$ cat src/sv/usrh_pkg.sv
`timescale 1ns / 1ps
`default_nettype none
// ----------------------------------------------------------------------------
// usrh_pkg
// shared constants and codes of the usb standard request handler
// ----------------------------------------------------------------------------
package usrh_pkg;

  // endpoint table size, endpoint zero included
  localparam int MAX_ENDPOINTS = 16;
  localparam int EP_W          = (MAX_ENDPOINTS > 1) ? $clog2(MAX_ENDPOINTS) : 1;

  // field widths
  localparam int CFG_IDX_W  = 2;
  localparam int CFG_DATA_W = 5;
  localparam int EP_CNT_W   = 5;
  localparam int ADDR_W     = 7;
  localparam int WORD_W     = 16;

  // device states on the bus
  typedef enum logic [2:0] {
    DevDetached   = 3'd0,
    DevAttached   = 3'd1,
    DevPowered    = 3'd2,
    DevDefault    = 3'd3,
    DevAddress    = 3'd4,
    DevConfigured = 3'd5,
    DevSuspended  = 3'd6
  } dev_state_e;

  // result outcome codes
  typedef enum logic [2:0] {
    OutStall   = 3'd0,
    OutData    = 3'd1,
    OutStatus  = 3'd2,
    OutAddress = 3'd3,
    OutConfig  = 3'd4,
    OutWakeup  = 3'd5,
    OutForward = 3'd6
  } outcome_e;

  // bRequest codes handled here
  localparam logic [7:0] ReqGetStatus    = 8'd0;
  localparam logic [7:0] ReqClearFeature = 8'd1;
  localparam logic [7:0] ReqSetFeature   = 8'd3;
  localparam logic [7:0] ReqSetAddress   = 8'd5;
  localparam logic [7:0] ReqGetConfig    = 8'd8;
  localparam logic [7:0] ReqSetConfig    = 8'd9;

  // recipient field of bmRequestType
  localparam logic [4:0] RcpDevice    = 5'd0;
  localparam logic [4:0] RcpInterface = 5'd1;
  localparam logic [4:0] RcpEndpoint  = 5'd2;

  // feature selectors
  localparam logic [15:0] FeatEndpointHalt = 16'd0;
  localparam logic [15:0] FeatRemoteWakeup = 16'd1;

  // item kinds
  localparam logic KindSetup  = 1'b0;
  localparam logic KindForced = 1'b1;

  // forced state code with no meaning
  localparam logic [2:0] ForcedIgnore = 3'd7;

  // configuration register indexes
  localparam logic [CFG_IDX_W-1:0] CfgEndpointCount = 2'd0;
  localparam logic [CFG_IDX_W-1:0] CfgWakeupCapable = 2'd1;
  localparam logic [CFG_IDX_W-1:0] CfgSelfPowered   = 2'd2;

endpackage : usrh_pkg
`default_nettype wire

$ cat src/sv/usb_standard_request_handler.sv
`timescale 1ns / 1ps
`default_nettype none
// ----------------------------------------------------------------------------
// usb_standard_request_handler
// chapter 9 standard request decoder with device state, address,
// configuration, remote wakeup and endpoint halt bookkeeping
// ----------------------------------------------------------------------------
//
//  channel   direction  handshake                 payload
//  -------   ---------  ------------------------  ------------------------------
//  in        sink       in_valid_i / in_stall_o    kind, setup fields, forced state
//  out       source     out_valid_o / out_stall_i  outcome, reply, address, flags
//  cfg       sink       cfg_we_i                   cfg_index_i, cfg_data_i
//
//  one request per cycle unless stalled: the request is decoded against the
//  current state in a single combinational pass and the result lands in the
//  output register at the accepting edge, together with the state update
//  a result appears in the cycle after its request is accepted and holds
//  while out_stall_i is high; a new request is taken whenever the output
//  register is empty or being drained in the same cycle
//  reset brings the device to detached, address and configuration zero,
//  remote wakeup off and all endpoint halt bits clear
//
module usb_standard_request_handler (
  input  wire logic                            clk_i,
  input  wire logic                            rst_ni,
  // request channel
  input  wire logic                            in_valid_i,
  output logic                                 in_stall_o,
  input  wire logic                            kind_i,
  input  wire logic [7:0]                      request_type_i,
  input  wire logic [7:0]                      request_code_i,
  input  wire logic [15:0]                     value_word_i,
  input  wire logic [15:0]                     index_word_i,
  input  wire logic [15:0]                     length_word_i,
  input  wire logic [2:0]                      forced_state_i,
  // result channel
  output logic                                 out_valid_o,
  input  wire logic                            out_stall_i,
  output logic [2:0]                           outcome_o,
  output logic [15:0]                          reply_data_o,
  output logic [1:0]                           reply_length_o,
  output logic [6:0]                           new_address_o,
  output logic [3:0]                           changed_endpoint_o,
  output logic                                 clear_rx_queues_o,
  output logic                                 clear_tx_queues_o,
  // configuration write port
  input  wire logic                            cfg_we_i,
  input  wire logic [usrh_pkg::CFG_IDX_W-1:0]  cfg_index_i,
  input  wire logic [usrh_pkg::CFG_DATA_W-1:0] cfg_data_i
);

  import usrh_pkg::*;

  localparam logic [EP_CNT_W-1:0] EpLimit = EP_CNT_W'(MAX_ENDPOINTS);

  // configuration registers
  logic [EP_CNT_W-1:0] ep_count_q;
  logic                wakeup_capable_q;
  logic                self_powered_q;

  // device state
  dev_state_e               state_q, state_d;
  logic [ADDR_W-1:0]        addr_q, addr_d;
  logic                     cfg_num_q, cfg_num_d;
  logic                     wakeup_en_q, wakeup_en_d;
  logic [MAX_ENDPOINTS-1:0] halted_q, halted_d;

  // output register
  logic              out_valid_q;
  outcome_e          outcome_q, outcome_d;
  logic [WORD_W-1:0] data_q, data_d;
  logic [1:0]        len_q, len_d;
  logic [3:0]        chg_q, chg_d;
  logic              rx_q, rx_d;
  logic              tx_q, tx_d;

  logic in_accept;

  // request decode
  logic [4:0]          recip;
  logic [6:0]          ep_idx;
  logic [EP_CNT_W-1:0] ep_lim;
  logic                ep_ok;
  logic [EP_W-1:0]     ep_num;
  logic                ep_nonzero;
  logic                addr_ep_block;
  logic                state_changed;

  // skid-free output stage: stall only when a held result is not taken
  assign in_stall_o = out_valid_q & out_stall_i;
  assign in_accept  = in_valid_i & ~in_stall_o;

  assign recip  = request_type_i[4:0];
  assign ep_idx = index_word_i[6:0];
  assign ep_lim = (ep_count_q < EpLimit) ? ep_count_q : EpLimit;
  // direction bit dropped, number must be below the endpoint limit
  assign ep_ok      = ep_idx < 7'(ep_lim);
  assign ep_num     = ep_idx[EP_W-1:0];
  assign ep_nonzero = ep_idx != 7'd0;
  // in address state only endpoint zero, with the index word all zero, may be addressed
  assign addr_ep_block = (state_q == DevAddress) && (index_word_i != 16'd0);

  always_comb begin
    state_d     = state_q;
    addr_d      = addr_q;
    cfg_num_d   = cfg_num_q;
    wakeup_en_d = wakeup_en_q;
    halted_d    = halted_q;
    outcome_d   = OutStall;
    data_d      = '0;
    len_d       = '0;
    chg_d       = '0;

    if (kind_i == KindForced) begin
      if (forced_state_i != ForcedIgnore) begin
        state_d = dev_state_e'(forced_state_i);
      end
      outcome_d = OutStatus;
    end else begin
      case (request_code_i)
        ReqGetStatus: begin
          if (value_word_i == 16'd0 && length_word_i == 16'd2 && state_q != DevDefault) begin
            if (recip == RcpDevice) begin
              data_d    = {14'd0, wakeup_en_q, self_powered_q};
              outcome_d = OutData;
              len_d     = 2'd2;
            end else if (recip == RcpInterface) begin
              if (state_q == DevConfigured) begin
                outcome_d = OutData;
                len_d     = 2'd2;
              end
            end else if (recip == RcpEndpoint) begin
              if (!addr_ep_block && ep_ok) begin
                data_d    = {15'd0, halted_q[ep_num]};
                outcome_d = OutData;
                len_d     = 2'd2;
              end
            end
          end
        end
        ReqClearFeature, ReqSetFeature: begin
          // clear needs configured, set only excludes default
          if (length_word_i == 16'd0 &&
              ((request_code_i == ReqClearFeature) ? (state_q == DevConfigured)
                                                   : (state_q != DevDefault))) begin
            if (recip == RcpDevice) begin
              if (value_word_i == FeatRemoteWakeup) begin
                if (request_code_i == ReqClearFeature) begin
                  if (wakeup_capable_q) begin
                    wakeup_en_d = 1'b0;
                    outcome_d   = OutWakeup;
                  end
                end else begin
                  // not capable: acknowledged, bit left alone
                  if (wakeup_capable_q) begin
                    wakeup_en_d = 1'b1;
                  end
                  outcome_d = OutWakeup;
                end
              end
            end else if (recip == RcpEndpoint) begin
              if (!addr_ep_block && ep_ok && ep_nonzero &&
                  value_word_i == FeatEndpointHalt) begin
                halted_d[ep_num] = (request_code_i == ReqSetFeature);
                chg_d            = 4'(ep_num);
                outcome_d        = OutStatus;
              end
            end
          end
        end
        ReqSetAddress: begin
          if (value_word_i[15:7] == '0 && index_word_i == 16'd0 &&
              length_word_i == 16'd0 && state_q < DevConfigured) begin
            addr_d    = value_word_i[6:0];
            state_d   = (value_word_i[6:0] == 7'd0) ? DevDefault : DevAddress;
            outcome_d = OutAddress;
          end
        end
        ReqGetConfig: begin
          if (value_word_i == 16'd0 && index_word_i == 16'd0 &&
              length_word_i == 16'd1 && state_q != DevDefault) begin
            data_d    = {15'd0, cfg_num_q};
            len_d     = 2'd1;
            outcome_d = OutData;
          end
        end
        ReqSetConfig: begin
          if (index_word_i == 16'd0 && length_word_i == 16'd0 &&
              state_q != DevDefault && value_word_i[15:1] == '0) begin
            cfg_num_d = value_word_i[0];
            state_d   = value_word_i[0] ? DevConfigured : DevAddress;
            outcome_d = OutConfig;
          end
        end
        default: begin
          outcome_d = OutForward;
        end
      endcase
    end

    // queue flags follow every state change: leaving configured flushes both
    // directions, entering configured flushes receive
    state_changed = state_d != state_q;
    rx_d = state_changed && (state_q == DevConfigured || state_d == DevConfigured);
    tx_d = state_changed && (state_q == DevConfigured);
  end

  // configuration registers
  always_ff @(posedge clk_i or negedge rst_ni) begin
    if (!rst_ni) begin
      ep_count_q       <= EP_CNT_W'(1);
      wakeup_capable_q <= 1'b0;
      self_powered_q   <= 1'b1;
    end else if (cfg_we_i) begin
      case (cfg_index_i)
        CfgEndpointCount: ep_count_q       <= cfg_data_i[EP_CNT_W-1:0];
        CfgWakeupCapable: wakeup_capable_q <= cfg_data_i[0];
        CfgSelfPowered:   self_powered_q   <= cfg_data_i[0];
        default: begin
          // unused index, write dropped
        end
      endcase
    end
  end

  // device state and result valid
  always_ff @(posedge clk_i or negedge rst_ni) begin
    if (!rst_ni) begin
      state_q     <= DevDetached;
      addr_q      <= '0;
      cfg_num_q   <= 1'b0;
      wakeup_en_q <= 1'b0;
      halted_q    <= '0;
      out_valid_q <= 1'b0;
    end else begin
      if (in_accept) begin
        state_q     <= state_d;
        addr_q      <= addr_d;
        cfg_num_q   <= cfg_num_d;
        wakeup_en_q <= wakeup_en_d;
        halted_q    <= halted_d;
        out_valid_q <= 1'b1;
      end else if (!out_stall_i) begin
        out_valid_q <= 1'b0;
      end
    end
  end

  // result payload, loaded with each request
  always_ff @(posedge clk_i) begin
    if (in_accept) begin
      outcome_q <= outcome_d;
      data_q    <= data_d;
      len_q     <= len_d;
      chg_q     <= chg_d;
      rx_q      <= rx_d;
      tx_q      <= tx_d;
    end
  end

  assign out_valid_o        = out_valid_q;
  assign outcome_o          = outcome_q;
  assign reply_data_o       = data_q;
  assign reply_length_o     = len_q;
  // address register already holds the value after the request
  assign new_address_o      = addr_q;
  assign changed_endpoint_o = chg_q;
  assign clear_rx_queues_o  = rx_q;
  assign clear_tx_queues_o  = tx_q;

  // a transmit flush only comes with leaving configured, which also flushes receive
  assert property (@(posedge clk_i) disable iff (!rst_ni)
    out_valid_q && tx_q |-> rx_q)
    else $error("transmit flush without receive flush");

  // refused or forwarded requests change nothing and reply nothing
  assert property (@(posedge clk_i) disable iff (!rst_ni)
    out_valid_q && (outcome_q == OutStall || outcome_q == OutForward) |->
      len_q == 2'd0 && chg_q == 4'd0 && !rx_q && data_q == '0)
    else $error("stall or forward result carries a reply or a flag");

  // endpoint zero can never be halted
  assert property (@(posedge clk_i) disable iff (!rst_ni)
    !halted_q[0])
    else $error("endpoint zero halt bit set");

  // a halt change names a nonzero endpoint and leaves the device state alone
  assert property (@(posedge clk_i) disable iff (!rst_ni)
    in_accept && chg_d != 4'd0 |=> $stable(state_q) && outcome_q == OutStatus)
    else $error("endpoint halt change with a state change");

endmodule : usb_standard_request_handler
`default_nettype wire
$ cat config.mk
export PLATFORM = sky130hd
export DESIGN_NAME = usb_standard_request_handler
export DESIGN_NICKNAME = d
export VERILOG_FILES = /design/src/sv/usrh_pkg.sv /design/src/sv/usb_standard_request_handler.sv
export SDC_FILE = /design/constraint.sdc
export NUM_CORES = 1
export LEC_CHECK = 0
export BUFFER_PORTS_ARGS = -buffer_cell sky130_fd_sc_hd__buf_2
export CAP_MARGIN = 10
export CORE_ASPECT_RATIO = 0.9
export CORE_MARGIN = 5
export CORE_UTILIZATION = 23
export DETAILED_ROUTE_END_ITERATION = 8
export SETUP_SLACK_MARGIN = 0.15
export SLEW_MARGIN = 20
export SYNTH_ARGS = -nofsm -noshare
export SYNTH_HDL_FRONTEND = slang
export SYNTH_SLANG_ARGS = --single-unit
$ cat constraint.sdc
create_clock -name clk_i -period 8.7 [get_ports clk_i]
set_clock_uncertainty 0.1 [all_clocks]
set_input_delay 0.87 -clock clk_i [delete_from_list [all_inputs] [get_ports clk_i]]
set_output_delay 0.87 -clock clk_i [all_outputs]
set_load 0.03 [all_outputs]
======== Word-level counts from Yosys, hierarchy flattened ========
Cells that the tools add are included.
Widths: inputs -> output; s select.
storage, ports and cells
  register bits after elaboration ......... 63
  output and inout bits ................... 36
cells by class
  order comparisons ....................... 5
  eq/ne operators ......................... 19
  muxes and demuxes ....................... 51
  bitwise logic cells ..................... 9
  reduce and logical (&&, ||, !) cells .... 41
operators with widths
  kind                 number
  $logic_not 16->1     3
  $mux 3               14
  $eq 16x1->1 const B  2
  $mux 2               11
  $logic_and 1x1->1    19
  $mux 1               18
  $bwmux 16            1
  $eq 16x2->1 const B  1
  $eq 8x4->1 const B   2
  $reduce_bool 16->1   1
  $logic_not 15->1     1
  $pmux 3 s5           1
  $reduce_and 7->1     2
  $eq 3x3->1 const B   3
  $logic_not 9->1      1
  $eq 8x1->1 const B   1
  $eq 8x2->1 const B   1
  $eq 8x3->1 const B   1
  $logic_not 8->1      1
  $pmux 2 s2           2
  $reduce_and 4->1     2
  $logic_not 7->1      1
  $lt 7x5->1           1
  $not 1->1            7
  other kinds (25)     28

======== Logic depth before layout (Yosys ltp) ========
Gate-level depths: netlist of run 1.
  depth in word-level cells ............... 11
  mapped depth ............................ 10
  gate-level depth less buffers ........... 9

======== Worst setup path before layout of run 1 ========
No wires, ideal clock.
  path kind ............................... input to register
  start ................................... input value_word_i[1]
  end ..................................... register halted_q[8]
  setup time .............................. 0.125 ns
  arrival time ............................ 3.608 ns
  data required time ...................... 8.475 ns
  slack ................................... 4.867 ns
  cell stages on the path ................. 8
  buffers on the path ..................... 1
  cell sequence ........................... or4_4 or4_4 or3_4 or4_4 a2111oi_4 buf_6 nand3_1 mux2_4
on the way
  word-level cells in the longest chain between the ends .. 3
RTL lines
  item                        RTL line                             RTL
  start: declaration          usb_standard_request_handler.sv:33   input wire logic [15:0] value_word_i,
  $logic_not 16->1            usb_standard_request_handler.sv:164  value_word_i == FeatEndpointHalt) begin
  $logic_and 1x1->1           usb_standard_request_handler.sv:163  if (!addr_ep_block && ep_ok && ep_nonzero &&
  $reduce_and 7->1 (no line)  --
  end signal: assignment      usb_standard_request_handler.sv:242  halted_q <= halted_d;
  end: declaration            usb_standard_request_handler.sv:67   logic [MAX_ENDPOINTS-1:0] halted_q, halted_d;
No other way between the ends.
A chain may end at the register's enable or synchronous reset.

======== Worst setup path after layout of run 1 ========
  start ................................... input value_word_i[1]
  end ..................................... register halted_q[12]
The elaborated chain is that of the path after synthesis.

==> reports/results.ini, run 1 <==
[grt]
grt_pass1_vias = 2644
grt.total_usage_pct = 11.3
globalRouteOverflowTotal = 0
antenna_found_initial = 1
grt_max_degree = 37
grt_pass1_wl_mm = 14.5

[synth]
synthDistinctLibCells = 57
synth_edf_count = 13
syn_area_sq_mm = 0.00313
synth_ff_type = dfrtp_1
synth-async-reset-ratio_pct = 73.5
syn_inst = 298
yosys_warnings = 0
ys_ff_latch = 49
avgSynthCellArea_sq_um = 10.5
yosysSeqAreaShare_pct = 41.4

[flow_run]
maxCapViolCount = 0

[status]
status = completed

[clocking]
cts_setup_buffers = 0
cts_hold_buf = 0
clk_pin_slew_ns = 0.07
insertion_delay_ns = 0.30
cts_made_buffers = 5
cts_sinks = 49
cts_tree = yes
cts_resized = 0
cts_buffer_depth = 2
htree_levels = 2
clock_tree.root_cell = clkbuf_16

[finish]
final_common_cell = buf_2
design_area_sq_mm = 0.00386
stdcell_count = 562
nets = 477
layout_common_cells = buf_2, dfrtp_1, nand2_1
drive_gt1_share_pct = 37.8
syn2layout_area_growth_pct = 23.4
num_antenna_cells = 0

[routing]
drc = 0
detail-route-antenna-nets = 0
routed_wirelength_mm = 8.99
wl_per_cell_um = 16.0
via_per_inst = 4.79
drtPass1Iterations = 4
dr.first_iter.drc_count = 159
vias = 2691

[critical_path]
cp-end-kind = register
cp-startpoint = value_word_i[1]
setup.worst_path.class = primary input to register
path_max_fanout = 16
reg2reg_from = state_q[2]
required_ns = 8.78
critPathLaunchType = primary input
arrival_ns = 4.12

[sta]
final-setup-viol-count = 0
period_share_pct = 46.5
period_needed_ns = 4.04
worst_slew_pin_slew_ns = 1.05
totalNegativeSetupSlack_ns = 0
hold_ws_ns = 0.377
max_slew_margin_pct = 29.1
hold_viol = 0
fmax_mhz = 247
rsz0062_at_grt = no
finalMaxSlewViolations = 0

[placed_design]
hpwlAfterDp_mm = 7.30
dpl_cell_area_sq_mm = 0.00368
place.gp.congestion = 0.861
dpl.cell_count = 554
io_buffers = 98

[floorplan]
fp.dieW_um = 133
dieArea_sq_mm = 0.0160
core_area_sq_mm = 0.0134
initial_core_util_pct = 23.4
die_h_um = 121
num_rows = 40
ios = 116

[power]
p_leak_nw = 1.69
p_per_area_mw_per_mm2 = 155
peakVddDrop_mv = 0.0947
power_mw = 0.600

[min_path]
holdCritStartpoint = new_address_o[0]
holdCritPathClass = register to register

-- metrics by stage --
step	util [%]	setup WS, ns
after floorplan	-	4.87
after global placement	27.6	4.41
after detailed placement	27.6	4.35
after CTS	28.9	4.66
after global routing	28.9	4.43
final	28.9	4.66
-- cell usage after synthesis (3+ instances only) --
library cell,n,area share [%]
a211oi_1,3,0.72
a21o_1,5,1.2
a21oi_1,7,1.1
a31oi_1,3,0.60
buf_4,14,3.4
buf_6,6,2.2
dfrtp_1,34,27
edfxtp_1,13,12
ha_1,4,1.6
inv_1,7,0.84
mux2_1,5,1.8
mux2_2,20,7.2
mux2_4,5,2.4
mux2i_1,3,0.96
mux4_2,5,3.6
nand2_1,24,2.9
nand2b_1,3,0.60
nand3_1,18,2.9
nand4_1,11,2.2
nor2_1,23,2.8
nor2b_1,3,0.60
nor3_1,8,1.3
nor3b_1,5,1.2
nor4_1,13,2.6
o21ai_0,7,1.1
o31ai_1,3,0.72
or4_1,4,0.96
or4_4,3,1.1
-- worst paths after layout --
kind	slack, ns	endpoint	cells past startpoint
setup / recovery	4.66	halted_q[12]	8
hold / removal	0.38	new_address_o[0]	2
setup reg to reg	5.46	halted_q[12]	6
hold reg to reg	0.38	new_address_o[0]	2
max in group asynchronous	7.36	halted_q[9]	1
min in group asynchronous	0.59	new_address_o[0]	1
-- routing by layer --
layer / wire length [um] / GRT usage (%) / vias up
met4: 68 / 1.75 / 2
met1: 4480 / 17.2 / 1288
li1: - / - / 1293
met3: 763 / 3.37 / 7
met2: 3660 / 15.9 / 101
met5: 13 / 0 / -
-- cell families after synthesis --
kind of cell / after synthesis / synth area share, %
compound gates: 39 / 9.08
xor+xnor: 1 / 0.280
fa+ha+maj: 5 / 1.92
buf+inv: 30 / 7.04
flops: 49 / 41.4
mux: 38 / 16.0
other cells: 1 / 0.120
simple gates: 135 / 24.2
-- power by group --
part / switching, mW / total, mW / internal [mW]
Sequential: 0.0120 / 0.262 / 0.250
Clock: 0.0896 / 0.234 / 0.144
Combinational: 0.0640 / 0.104 / 0.0402
-- state kept, by name, indices dropped and copies added, names as in the netlist --
signal	cells
reply_data_o	2
new_address_o	7
state_q	3
changed_endpoint_o	4
wakeup_en_q	1
cfg_num_q	1
out_valid_o	1
reply_length_o	2
outcome_o	3
clear_tx_queues_o	1
ep_count_q	5
wakeup_capable_q	1
halted_q	16
self_powered_q	1
clear_rx_queues_o	1
-- worst max-delay path, stage by stage --
cell,delay [ns]
buf_2,0.10
or4_4,0.53
or4_4,0.46
or3_4,0.37
or4_4,0.54
a2111oi_4,0.68
nand3_1,0.21
mux2_4,0.36
-- cell type report --
cell class | instances | area (sq um)
Tap cell | 168 | 210
Fill cell | 1378 | 9500
Inverter | 7 | 26.3
Clock inverter | 2 | 36.3
Multi-Input combinational cell | 232 | 1660
Clock buffer | 6 | 139
Timing Repair Buffer | 98 | 490
Sequential cell | 49 | 1290
(Power assumes the default switching activity.)
==> run 2: changes to the inputs <==
clock period = 3.26 ns   (was 8.7 ns; I/O delays follow)
==> reports/results.ini, run 2 (synthesis gave the netlist of run 1 again) <==
[power]
peakVddDrop_mv = 0.175
p_leak_nw = 1.81
power_mw = 1.68
p_per_area_mw_per_mm2 = 414

[grt]
globalRouteOverflowTotal = 0
grt_pass1_vias = 2797
grt_pass1_wl_mm = 14.6
antenna_found_initial = 2
grt.total_usage_pct = 11.3
grt_max_degree = 37

[placed_design]
hpwlAfterDp_mm = 7.33
dpl_cell_area_sq_mm = 0.00385
place.gp.congestion = 0.848
io_buffers = 98

[finish]
nets = 498
design_area_sq_mm = 0.00405
final_common_cell = buf_2
largest_register = halted_q
fillers = 1387
layout_common_cells = buf_2, dfrtp_1, nand2_1
largest_register_ffs = 16
syn2layout_area_growth_pct = 29.5
drive_gt1_share_pct = 41.0

[critical_path]
reg2regPathDepth = 7
r2r_end = halted_q[8]
path_max_fanout = 16
setup.worst_path.class = primary input to register
r2r_setup_slack_ns = 0.43
required_ns = 3.34
reg2reg_from = state_q[2]
arrival_ns = 3.14
cp-end-kind = register
critPathLaunchType = primary input

[routing]
drtPass1Iterations = 5
vias = 2800
routed_wirelength_mm = 9.03
dr.first_iter.drc_count = 208
detail-route-antenna-nets = 0
via_per_inst = 4.79
drc = 0
wl_per_cell_um = 15.5

[floorplan]
num_rows = 40
dieArea_sq_mm = 0.0160
fp.dieW_um = 133
die_h_um = 121
core_area_sq_mm = 0.0134
ios = 116
initial_core_util_pct = 23.4

[clocking]
clk_pin_slew_ns = 0.07
cts_resized = 0
insertion_delay_ns = 0.30
cts_sinks = 49
clock_tree.root_cell = clkbuf_16
cts_setup_buffers = 0
htree_levels = 2
cts_tree = yes
cts_made_buffers = 5
cts_buffer_depth = 2
cts_hold_buf = 0

[sta]
finalMaxSlewViolations = 0
max_slew_margin_pct = 40.2
hold_viol = 0
fmax_mhz = 328
rsz0062_at_grt = yes
period_needed_ns = 3.05
period_share_pct = 93.6
final-setup-viol-count = 0
worst_slew_pin_slew_ns = 0.885

[flow_run]
maxCapViolCount = 0

[status]
status = completed

[min_path]
holdCritPathClass = primary input to asynchronous set/reset pin

==> run 2: cell count changes in the layout (fill, tap and decap cells not counted), sizes merged <==
cell | previous run | this run
buf | 98 | 119
bufinv | 1 | 2
clkbuf | 6 | 5
diode | 0 | 1
==> run 2: worst max-delay path by stage <==
stage	start	endpoint	depth (start not counted)
floorplan	value_word_i[1]	halted_q[8]	8
detailed placement	value_word_i[1]	halted_q[4]	9
global route	value_word_i[1]	halted_q[4]	9
CTS	value_word_i[1]	halted_q[4]	9
finish	value_word_i[1]	halted_q[8]	9
global placement	value_word_i[1]	halted_q[6]	9
==> run 2: metal layers <==
metal,up-vias,part of all wire [%],GRT usage [%]
met5,-,0.14,0
met4,2,1.4,3.83
met3,14,8.3,2.54
met2,111,42,16.1
met1,1336,48,16.6
li1,1337,-,-
==> run 2: final cells by class <==
| cell class | instances | area [sq um] | share of cell area, % |
|---|---|---|---|
| clock buffers | 5 | 125 | 3.09 |
| inverters | 7 | 26.3 | 0.649 |
| repair buffers | 119 | 661 | 16.3 |
| multi-input cells | 232 | 1660 | 41.1 |
| diodes | 1 | 2.50 | 0.0618 |
| well taps | 168 | 210 | 5.19 |
| flip-flops and latches | 49 | 1290 | 31.9 |
| clock inverters | 3 | 68.8 | 1.70 |
==> run 2: per-stage QoR <==
step                      TNS [ns]  utilization [%]  instances  hold slack [ns]  setup slack, ns
after floorplan             -0.194                -        311          -0.0696          -0.0253
after global placement      -0.859             28.8        575            0.361          -0.0792
after detailed placement     -1.25             28.8        575            0.379           -0.107
after CTS                        0             30.3        583           0.0713            0.208
after global routing             0             30.3        584            0.118            0.138
final                            0             30.3        584           0.0294            0.208
==> run 2: power by group <==
group | internal (mW) | switching, mW | total (mW) | leakage, nW
logic | 0.114 | 0.172 | 0.286 | 1.11
clock network | 0.443 | 0.247 | 0.690 | 0.0944
registers | 0.667 | 0.0316 | 0.699 | 0.601
==> run 2: worst max-delay path, stage by stage <==
cell,delay [ns]
buf_2,0.10
or4_4,0.53
or4_4,0.43
or3_4,0.35
or4_4,0.53
a2111oi_4,0.26
buf_12,0.19
nand3_1,0.11
mux2_4,0.31
